$ cat src/sv/irc_pkg.sv
package irc_pkg;

  localparam int MAX_DIM        = 512;
  localparam int TRIG_FRAC_BITS = 14;

  localparam int COORD_W = $clog2(MAX_DIM);
  localparam int DIM_W   = COORD_W + 1;
  localparam int ADDR_W  = 2 * COORD_W;
  localparam int PIX_W   = 8;
  localparam int TRIG_W  = 16;
  localparam int OFS_W   = COORD_W + 2;
  localparam int PROD_W  = TRIG_W + OFS_W;
  localparam int SUM_W   = PROD_W + 1;
  localparam int ROT_W   = SUM_W - TRIG_FRAC_BITS + 1;
  localparam int SRC_W   = ROT_W + 1;
  localparam int CFG_IDX_W = 8;

  localparam logic [DIM_W-1:0] MAX_DIM_V = DIM_W'(MAX_DIM);

  localparam int Q_DEPTH = 8;
  localparam int Q_PTR_W = $clog2(Q_DEPTH);
  localparam int Q_CNT_W = Q_PTR_W + 1;
  localparam int FRONT_STAGES = 3;

  typedef enum logic [CFG_IDX_W-1:0] {
    CFG_HEIGHT = 8'd0,
    CFG_WIDTH  = 8'd1,
    CFG_COS    = 8'd2,
    CFG_SIN    = 8'd3
  } irc_cfg_idx_t;

  typedef enum logic {
    KIND_LOAD  = 1'b0,
    KIND_FETCH = 1'b1
  } irc_kind_t;

  typedef struct packed {
    irc_kind_t         kind;
    logic [ADDR_W-1:0] addr;
    logic [PIX_W-1:0]  pix;
    logic              ok;
  } irc_item_t;

  typedef struct packed {
    logic empty;
    logic full;
    logic almost_full;
  } irc_q_stat_t;

endpackage

$ cat src/sv/irc_queue.sv
module irc_queue (
  input  logic                 clk,
  input  logic                 rst_n,
  input  logic                 push,
  input  irc_pkg::irc_item_t   wdata,
  input  logic                 pop,
  output irc_pkg::irc_item_t   rdata,
  output irc_pkg::irc_q_stat_t stat
);
  import irc_pkg::*;

  irc_item_t          slot_r [Q_DEPTH];
  logic [Q_PTR_W-1:0] wptr_r, rptr_r;
  logic [Q_CNT_W-1:0] cnt_r, cnt_nxt;
  logic               do_push, do_pop;

  assign do_push = push && !stat.full;
  assign do_pop  = pop && !stat.empty;

  always_comb begin
    cnt_nxt = cnt_r;
    if (do_push && !do_pop)      cnt_nxt = cnt_r + 1'b1;
    else if (!do_push && do_pop) cnt_nxt = cnt_r - 1'b1;
  end

  always_ff @(posedge clk) begin
    if (!rst_n) begin
      wptr_r <= '0;
      rptr_r <= '0;
      cnt_r  <= '0;
    end else begin
      if (do_push) wptr_r <= wptr_r + 1'b1;
      if (do_pop)  rptr_r <= rptr_r + 1'b1;
      cnt_r <= cnt_nxt;
    end
  end

  always_ff @(posedge clk) begin
    if (do_push) slot_r[wptr_r] <= wdata;
  end

  assign rdata            = slot_r[rptr_r];
  assign stat.empty       = (cnt_r == '0);
  assign stat.full        = (cnt_r == Q_CNT_W'(Q_DEPTH));
  assign stat.almost_full = (cnt_r >= Q_CNT_W'(Q_DEPTH - FRONT_STAGES - 1));

  a_no_overflow: assert property (@(posedge clk) disable iff (!rst_n)
    stat.full |-> !push)
    else $error("push into full queue");

  a_count_up: assert property (@(posedge clk) disable iff (!rst_n)
    (do_push && !do_pop) |=> cnt_r == $past(cnt_r) + 1'b1)
    else $error("queue count lost a beat");

endmodule

$ cat config.mk
export PLATFORM = sky130hd
export DESIGN_NAME = irc_queue
export DESIGN_NICKNAME = d
export VERILOG_FILES = /design/src/sv/irc_pkg.sv /design/src/sv/irc_queue.sv
export SDC_FILE = /design/constraint.sdc
export NUM_CORES = 1
export LEC_CHECK = 0
export BUFFER_PORTS_ARGS = -buffer_cell sky130_fd_sc_hd__buf_2
export CORE_MARGIN = 2
export CORE_UTILIZATION = 34
export DETAILED_ROUTE_END_ITERATION = 8
export GPL_TIMING_DRIVEN = 0
export PLACE_DENSITY = 0.6
export SLEW_MARGIN = 20
export SYNTH_ARGS = -nofsm -noshare
export SYNTH_HDL_FRONTEND = slang
export SYNTH_SLANG_ARGS = --single-unit
$ cat constraint.sdc
create_clock -name clk -period 5.11 [get_ports clk]
set_clock_uncertainty 0.1 [all_clocks]
set_input_delay 1.022 -clock clk [delete_from_list [all_inputs] [get_ports clk]]
set_output_delay 1.022 -clock clk [all_outputs]
set_load 0.01 [all_outputs]
# Word-level counts from Yosys, hierarchy flattened
# Memory sizes are Yosys's and may differ from the RTL's. A register that Yosys moved wholly into a read port is not among the register bits.
# Cells that the tools add are included.
[word_totals]
latchBits = 0
word_cells = 26
output_inout_bits = 31
mem_bits_ro = 0
inputBits = 32
mem_bits_rw = 224
register_bits = 10
n_memories = 1
[mem_list]
columns = ["memory", "depth", "width", "read_ports", "rd_clocked_by_memory_dff", "write_ports", "line", "text"]
rows = [
  ["slot_r", 8, 28, 1, 1, 1, "irc_queue.sv:12", "irc_item_t slot_r [Q_DEPTH];"],
]
[op_classes]
n_mul = 0
div = 0
muxes = 6
shifts = 0
addsub = 4
n_lt_le_gt_ge = 1
reduce_logical = 10
n_eq_ne = 1
bitwise_logic = 0
[ops]
columns = ["cell", "n"]
rows = [
  ["$mux W4", 2],
  ["$add A3 B1 Y3 const B", 2],
  ["$mux W3", 2],
  ["$add A4 B1 Y4 const B", 1],
  ["$eq A4 B4 Y1 const B", 1],
  ["$ge A4 B3 Y1 const B", 1],
  ["$logic_and A1 B1 Y1", 4],
  ["$logic_not A1 Y1", 4],
  ["$logic_not A4 Y1", 1],
  ["$sub A4 B1 Y4 const B", 1],
  ["$mux W1", 2],
  ["$reduce_bool A2 Y1", 1],
]

# Logic depth before layout (Yosys ltp)
# Gate-level depths: netlist (run 1).
[logic_depth]
ltp_word = 7
mapped_depth = 10
ltp_nobuf = 10

# Least setup slack after synthesis (run 1)
# No wires, ideal clock.
[synth_timing]
kind = "input port to flip-flop"
start = "input push"
end = "memory slot_r[0][0] (netlist bit), enable pin"
required_time_ps = 4526
setup_slack_ps = 747
arrival_time_ps = 3780
setup_time_ps = 484
n_path_buf = 0
path_stages = 2
cell_sequence = "nand2_4 nor4_1"
[synth_via]
elab_chain_len = 3
[synth_rtl]
columns = ["element", "line", "text"]
rows = [
  ["start: declaration", "irc_queue.sv:4", "input logic push,"],
  ["$logic_and A1 B1 Y1", "irc_queue.sv:17", "assign do_push = push && !stat.full;"],
  ["$mux W1", "irc_queue.sv:39", "if (do_push) slot_r[wptr_r] <= wdata;"],
  ["$mux W1 (implied by the code)", "irc_queue.sv:39", ""],
  ["end: declaration", "irc_queue.sv:12", ""],
]
# Every way passes these cells.

==> impl_metrics.py, run 1 <==
metrics = {
    "critical_path": {
        "critPathBufInv": 3,
        "r2r-end": "cnt_r[3]",
        "worstSetupPathType": "reg -> out",
        "critPathTopFamily": "buffers and inverters",
        "cp-start-kind": "flop",
        "worst-path-stages": 4,
        "endpoint": "rdata[14]",
        "reg2reg_depth": 10,
        "cpPeakStageDelay_ps": 680,
        "cp_data_required_time_ps": 3990,
        "rrSetupSlack_ps": 2370,
        "crit_arrival_ps": 2660,
        "cpMostUsedCell": "clkbuf_1",
        "cp-end-kind": "output port",
        "crit_chain": "clkbuf_1 > clkbuf_1 > mux2_2 > buf_2",
        "slowest_stage": "clkbuf_1",
        "r2r-start": "cnt_r[0]",
        "path_max_fanout": 10,
    },
    "pwr": {
        "power_mw": 5.55,
        "vdd_drop_max_mv": 0.215,
        "leakagePower_nw": 3.62,
        "p_per_area_nw_per_um2": 505,
    },
    "cts": {
        "cts_setup_buffers": 0,
        "clock_sinks": 237,
        "max-clock-path-buffers": 3,
        "clk_pin_slew_ps": 60,
        "cts_root_buf": "clkbuf_16",
        "insertion_delay_ps": 510,
        "postCtsHoldBufs": 0,
        "post_cts_resized": 0,
        "cts_tree": "done",
        "htreeDepth": 1,
        "cts_buffers": 25,
    },
    "grt": {
        "grt_pass1_vias": 4723,
        "grt_overflow": 0,
        "grt_pass1_wl_um": 28000,
        "antenna_found_initial": 2,
        "grt_max_degree": 18,
        "track_usage": 0.133,
    },
    "logic_synthesis": {
        "seq_area_frac_synth": 0.768,
        "ys_warn_count": 0,
        "synth_cell_types": 32,
        "synth_nets": 435,
        "synthCells": 397,
        "ys_ff_latch": 237,
        "ys.flop_type": "edfxtp_1",
        "syn_avg_cell_area_um2": 22.9,
        "synth_area_um2": 9090,
        "async_reset_ff_frac": 0,
        "synth_edf_count": 224,
    },
    "drt": {
        "dr.pass1.iters": 4,
        "drc": 0,
        "avgRoutedWirePerCell_um": 21.4,
        "drt_iter0_markers": 293,
        "wirelength_um": 18500,
        "route.vias.total": 4253,
        "ant_nets": 0,
        "via_per_inst": 4.91,
    },
    "sta": {
        "finalHoldViolCount": 0,
        "worst_slew_pin_slew_ps": 809,
        "tns_ps": 0,
        "fmax_ghz": 0.264,
        "finalMaxSlewViolations": 0,
        "rsz0062_at_grt": "false",
        "setup_viol": 0,
        "layout_worst_path_cycle_share": 0.740,
        "max-slew-margin-rel": 0.461,
        "period_minus_slack_ps": 3780,
    },
    "floorplan": {
        "num_rows": 59,
        "core_um2": 26100,
        "die_w_um": 168,
        "die-area_um2": 28100,
        "initial_core_util": 0.348,
        "ios": 63,
        "die_height_um": 168,
    },
    "place": {
        "post_dp_cell_area_um2": 10100,
        "io_buffers": 62,
        "place_inst": 820,
        "hpwlAfterDp_um": 12200,
        "gp_congestion": 0.737,
    },
    "cells_and_area": {
        "syn2layout_area_growth_pct": 21.0,
        "finalInstanceArea_um2": 11000,
        "final_cells": 866,
        "drive_above_1_share": 0.437,
        "nets": 550,
        "fin_util": 0.421,
    },
    "min_path": {
        "hold_path_class": "reg -> reg",
    },
    "run": {
        "maxCapViolCount": 0,
    },
    "status": {
        "status": "finished clean",
    },
}
-- routing by layer --
layer / track usage / share of wire / vias to the layer above
met2: 0.229 / 0.50 / 118
met1: 0.170 / 0.42 / 2225
met4: 0.0359 / 0.016 / 0
li1: - / - / 1884
met5: 0 / 0 / -
met3: 0.0295 / 0.056 / 26
-- how the worst min path moves through the flow --
stage	startpoint	end	cells past startpoint
2_1_floorplan	cnt_r[3]	cnt_r[3]	2
3_3_place_gp	wptr_r[1]	wptr_r[1]	2
3_5_place_dp	cnt_r[3]	cnt_r[3]	2
4_1_cts	cnt_r[3]	cnt_r[3]	2
5_1_grt	cnt_r[3]	cnt_r[3]	2
6_report	cnt_r[3]	cnt_r[3]	2
-- worst min-delay path: stages (launching register included) --
cell,delay [ps]
dfxtp_1,360
nand2_1,80
mux2i_1,60
-- where the power goes --
group	switching, mW	internal, mW
clock	0.721	1.19
combinational	0.633	0.669
sequential	0.0670	2.27
total	1.42	4.13
-- final cells by class --
class | count | area (um^2)
fill | 2312 | 15100
clock inverter | 18 | 245
tap | 335 | 419
buffer | 17 | 104
timing repair buffer | 88 | 562
clock buffer | 26 | 629
sequential | 237 | 6990
inverter | 4 | 15.0
multi-input combinational | 139 | 2040
antenna | 2 | 5.00
-- placed cells by master, fill, tap and decap left out, types with 3 or more instances in the layout --
master and count:
edfxtp_1 224, buf_2 67, mux4_2 56, mux2_2 28, clkbuf_16 25, buf_4 19, dfxtp_1 13, clkbuf_1 8
and2_1 7, buf_6 6, nand2_1 6, bufinv_16 6, xnor2_1 5, ha_1 5, clkinv_2 5, nor3_2 4
clkinv_1 4, buf_1 3, inv_1 3, nor2_4 3, nand2b_1 3, mux2i_1 3, buf_16 3
-- metrics by stage --
step / hold WS [ps] / setup WS (ps)
2_1_floorplan: 392 / 747
3_3_place_gp: 406 / -2500
3_5_place_dp: 441 / 1780
4_1_cts: 450 / 1220
5_1_grt: 478 / 1150
6_report: 437 / 1330
-- state kept, by name, summed over array words and instances, names as in the netlist, named ones only --
| name | cells |
|---|---|
| slot_r | 224 |
| cnt_r | 4 |
| rptr_r | 3 |
| wptr_r | 3 |
-- logic make-up (layout without fill, tap and decap cells) --
logic type,count (synthesis),in the layout,share of synthesized area
mux,87,87,0.177
buf+inv,21,153,0.0131
simple gates,34,34,0.0208
compound gates,6,6,0.00647
xor+xnor,6,6,0.00578
flops,237,237,0.768
fa+ha+maj,6,6,0.00908
other cells,0,2,0
-- synthesized netlist by cell type, drive strengths merged (2+ instances only) --
cell    instances  area [um^2]
nor3            5         25.0
buf            10         77.6
mux4           56         1260
edfxtp        224         6730
dfxtp          13          260
clkbuf          7         26.3
nand3           2         10.0
mux2i           3         30.0
nand2           7         33.8
inv             4         15.0
xnor2           5         43.8
mux2           28          315
and2            7         43.8
nand2b          3         18.8
ha              5         62.6
nor2b           2         12.5
nor2            5         18.8
(Power assumes the default switching activity.)
==> run 2: changes to the inputs <==
- ABC_AREA: not set -> 1
- clock period: 5.11 -> 3.5 ns (I/O delays scaled with it)
==> impl_metrics.py, run 2 <==
metrics = {
    "status": {
        "status": "finished clean",
    },
    "logic_synthesis": {
        "syn_avg_cell_area_um2": 12.1,
        "synth_nets": 819,
        "synth_edf_count": 224,
        "ys.flop_type": "edfxtp_1",
        "synthCells": 781,
        "synth.most_common_cell": "edfxtp_1",
        "synth_area_leader_cell": "edfxtp_1",
        "synth_cell_types": 19,
        "yosys-top-cells-count": "edfxtp_1, nor2_1, o21ai_1",
        "async_reset_ff_frac": 0,
        "ys_warn_count": 0,
        "ys_ff_latch": 237,
        "ys_top_cells_by_area": "edfxtp_1, nor2_1, o21ai_1",
        "synth_largest_type_area_fraction": 0.714,
        "seq_area_frac_synth": 0.741,
        "synth_area_um2": 9420,
    },
    "sta": {
        "setup_viol": 0,
        "worst_slew_pin_slew_ps": 718,
        "layout_worst_path_cycle_share": 0.884,
        "fmax_ghz": 0.323,
        "period_minus_slack_ps": 3090,
        "max-slew-margin-rel": 0.522,
        "hold-worst-slack_ps": 350,
        "rsz0062_at_grt": "false",
        "finalHoldViolCount": 0,
        "finalMaxSlewViolations": 0,
    },
    "min_path": {
        "hold_path_class": "in -> reg",
    },
    "critical_path": {
        "cp-end-kind": "output port",
        "cp_data_required_time_ps": 2700,
        "crit_arrival_ps": 2290,
        "cp-start-kind": "flop",
        "path_max_fanout": 10,
        "worstSetupPathType": "reg -> out",
    },
    "cells_and_area": {
        "syn2layout_area_growth_pct": 19.5,
        "fillers": 2529,
        "finalInstanceArea_um2": 11300,
        "layout_commonest_cell": "edfxtp_1",
        "reg_top3": "slot_r: 224 flops, cnt_r: 4 flops",
        "largest-register": "slot_r",
        "layout_common_cells": "edfxtp_1, nor2_1, o21ai_1, nand2_1, buf_2",
        "nets": 914,
        "largest_reg_flops": 224,
        "drive_above_1_share": 0.158,
        "diodes": 0,
    },
    "cts": {
        "postCtsHoldBufs": 0,
        "clock_sinks": 237,
        "post_cts_resized": 0,
        "htreeDepth": 1,
        "cts_root_buf": "clkbuf_16",
        "insertion_delay_ps": 500,
        "cts_buffers": 23,
        "max-clock-path-buffers": 3,
        "cts_setup_buffers": 0,
        "cts_tree": "done",
        "clk_pin_slew_ps": 60,
    },
    "drt": {
        "ant_nets": 0,
        "drc": 0,
        "route.vias.total": 6096,
        "dr.pass1.iters": 5,
        "drt_iter0_markers": 543,
        "wirelength_um": 22500,
        "avgRoutedWirePerCell_um": 17.8,
        "via_per_inst": 4.82,
    },
    "grt": {
        "grt_max_degree": 21,
        "grt_pass1_vias": 5882,
        "grt_pass1_wl_um": 34100,
        "antenna_found_initial": 1,
        "track_usage": 0.156,
        "grt_overflow": 0,
    },
    "pwr": {
        "vdd_drop_max_mv": 0.310,
        "leakagePower_nw": 4.03,
        "p_per_area_nw_per_um2": 732,
    },
    "run": {
        "maxCapViolCount": 0,
    },
    "floorplan": {
        "die-area_um2": 29100,
        "num_rows": 60,
        "ios": 63,
        "core_um2": 27100,
        "die_height_um": 170,
        "die_w_um": 170,
        "initial_core_util": 0.348,
    },
    "place": {
        "gp_congestion": 0.740,
        "hpwlAfterDp_um": 14400,
        "post_dp_cell_area_um2": 10500,
        "io_buffers": 62,
    },
}
-- run 2: cell type report --
class / count / area (um^2) / area share
Clock inverter: 12 / 188 / 0.0167
Timing Repair Buffer: 70 / 508 / 0.0451
Multi-Input combinational cell: 486 / 2190 / 0.195
Sequential cell: 237 / 6990 / 0.620
Tap cell: 372 / 465 / 0.0413
Inverter: 17 / 63.8 / 0.00567
Clock buffer: 29 / 618 / 0.0549
Buffer: 41 / 238 / 0.0211
-- run 2: final timing paths --
check	cells after the start	to	start	slack (ps)
max	7	rdata[7]	flop	410
min	1	slot_r[5][24]	wdata[24]	350
max reg2reg	7	slot_r[0][12]	cnt_r[0]	1150
min reg2reg	2	rptr_r[2]	rptr_r[2]	390
-- run 2: power by group --
| group | internal, mW | switching, mW |
|---|---|---|
| logic | 0.752 | 1.48 |
| clock network | 1.62 | 1.02 |
| registers | 3.31 | 0.0716 |
| total | 5.68 | 2.57 |
-- run 2: routing by layer --
layer	part of all wire	GRT usage	up-vias
met5	0.00053	0	-
met4	0.020	0.0487	2
met3	0.061	0.0242	35
met2	0.49	0.266	173
met1	0.43	0.204	2960
li1	-	-	2926
-- run 2: through the flow --
step / util / worst slack, ps / setup TNS, ps / cells / power, mW
final: 0.416 / 405 / 0 / 1264 / 8.24
after global routing: 0.416 / 252 / 0 / 1264 / 8.67
after CTS: 0.416 / 392 / 0 / 1264 / 8.31
after detailed placement: 0.386 / 943 / 0 / 1223 / 5.70
after global placement: 0.376 / -513 / -94320 / 1215 / 5.61
after floorplan: - / 829 / 0 / 781 / 4.81
-- run 2: worst max-delay path: stages, from the launching register on --
cell	delay (ps)
dfxtp_1	370
buf_4	180
clkbuf_1	520
o21ai_0	210
o21ai_1	180
nand2_1	70
nand2_1	110
buf_2	140
-- run 2: kinds of logic after synthesis --
kind of cell,count (synthesis),synth area share
and+or+nand+nor,297,0.119
DFF,237,0.741
AOI/OAI and AO/OA,180,0.0956
buffers and inverters,58,0.0320
adders and majority gates,6,0.00876
xor gates and xnor gates,3,0.00279
==> run 3: changes to the inputs <==
- clock period: 3.5 -> 3 ns (I/O delays scaled with it)
==> impl_metrics.py, run 3 (same netlist as run 2, synthesis figures left out) <==
metrics = {
    "critical_path": {
        "cp-end-kind": "output port",
        "critPathTopFamily": "buffers and inverters",
        "crit_arrival_ps": 2120,
        "path_max_fanout": 19,
        "crit_chain": "buf_4 > buf_2 > o21ai_0 > o21ai_0 > nand2_1 > nand2_1 > buf_2",
        "critPathBufInv": 3,
        "cp-start-kind": "flop",
        "cpPeakStageDelay_ps": 370,
        "rrSetupSlack_ps": 640,
        "worstSetupPathType": "reg -> out",
        "cp_data_required_time_ps": 2300,
        "slowest_stage": "dfxtp_1",
    },
    "pwr": {
        "power_mw": 9.61,
        "vdd_drop_max_mv": 0.361,
        "p_per_area_nw_per_um2": 853,
        "leakagePower_nw": 4.04,
    },
    "drt": {
        "wirelength_um": 22500,
        "dr.pass1.iters": 5,
        "drc": 0,
        "via_per_inst": 4.82,
        "avgRoutedWirePerCell_um": 17.8,
        "route.vias.total": 6097,
        "drt_iter0_markers": 569,
        "ant_nets": 0,
    },
    "cells_and_area": {
        "reg_top3": "slot_r: 224 flops, cnt_r: 4 flops",
        "syn2layout_area_growth_pct": 19.5,
        "largest-register": "slot_r",
        "layout_commonest_cell": "edfxtp_1",
        "fin_util": 0.416,
        "drive_above_1_share": 0.162,
        "layout_common_cells": "edfxtp_1, nor2_1, o21ai_1, nand2_1, buf_2",
        "largest_reg_flops": 224,
        "nets": 913,
    },
    "grt": {
        "grt_pass1_wl_um": 34100,
        "grt_max_degree": 21,
        "antenna_found_initial": 1,
        "track_usage": 0.156,
        "grt_overflow": 0,
        "grt_pass1_vias": 5882,
    },
    "sta": {
        "period_minus_slack_ps": 2820,
        "finalHoldViolCount": 0,
        "max-slew-margin-rel": 0.539,
        "worst_slew_pin_slew_ps": 692,
        "rsz0062_at_grt": "false",
        "hold-worst-slack_ps": 251,
        "finalMaxSlewViolations": 0,
        "fmax_ghz": 0.354,
        "setup_viol": 0,
        "setup_ws_ps": 178,
        "layout_worst_path_cycle_share": 0.941,
    },
    "place": {
        "gp_congestion": 0.740,
        "hpwlAfterDp_um": 14400,
        "place_ws_ps": 543,
        "io_buffers": 62,
    },
    "cts": {
        "clock_sinks": 237,
        "max-clock-path-buffers": 3,
        "cts_setup_buffers": 0,
        "post_cts_resized": 1,
        "cts_buffers": 23,
        "htreeDepth": 1,
        "postCtsHoldBufs": 0,
        "cts_tree": "done",
        "cts_root_buf": "clkbuf_16",
        "insertion_delay_ps": 500,
        "clk_pin_slew_ps": 60,
    },
    "floorplan": {
        "die_w_um": 170,
        "ios": 63,
        "die_height_um": 170,
        "core_um2": 27100,
        "initial_core_util": 0.348,
        "die-area_um2": 29100,
        "num_rows": 60,
    },
    "min_path": {
        "hold_path_class": "in -> reg",
    },
    "status": {
        "status": "finished clean",
    },
    "run": {
        "maxCapViolCount": 0,
    },
}
==> run 3: cell count changes in the layout (fill, tap and decap cells not counted), sizes merged <==
cell	before	now
clkbuf	45	44
diode	0	1
==> run 3: layout make-up <==
cell class              instances  area [um^2]
inverters                      17         63.8
repair buffers                 70          508
plain buffers                  40          238
clock buffers                  29          618
fillers                      2530        15800
well taps                     372          465
multi-input cells             486         2190
diodes                          1         2.50
flip-flops and latches        237         6990
clock inverters                12          188
==> run 3: final timing paths <==
check,start,endpoint,cells after the start
min reg2reg,rptr_r[2],rptr_r[2],2
max,flop,rdata[27],7
max reg2reg,cnt_r[0],slot_r[0][12],7
min,wdata[24],slot_r[5][24],1
==> run 3: metal layers <==
layer  GRT usage  up-vias  part of all wire
met5           0        -                 0
met1       0.204     2964              0.43
met4      0.0487        0             0.020
met2       0.266      176              0.49
li1            -     2922                 -
met3      0.0242       35             0.063
==> run 3: power breakdown <==
group          leakage, nW  switching, mW  internal (mW)
sequential            2.14         0.0837           3.86
clock                0.399           1.18           1.89
combinational         1.50           1.72          0.876
total                 4.04           2.99           6.62
==> run 3: through the flow <==
step / TNS [ps] / cell area [um^2] / std cells
3_3_place_gp: -183920 / 10200 / 1215
3_5_place_dp: 0 / 10500 / 1223
6_report: 0 / 11300 / 1264
4_1_cts: 0 / 11300 / 1264
2_1_floorplan: 0 / 9420 / 781
5_1_grt: 0 / 11300 / 1263
==> run 3: worst reg2reg max path, delay by kind of cell, from the launching register on <==
family	cells	cell delay, ps
AND/OR/NAND/NOR	5	1170
flip-flops	1	420
buffers and inverters	2	350
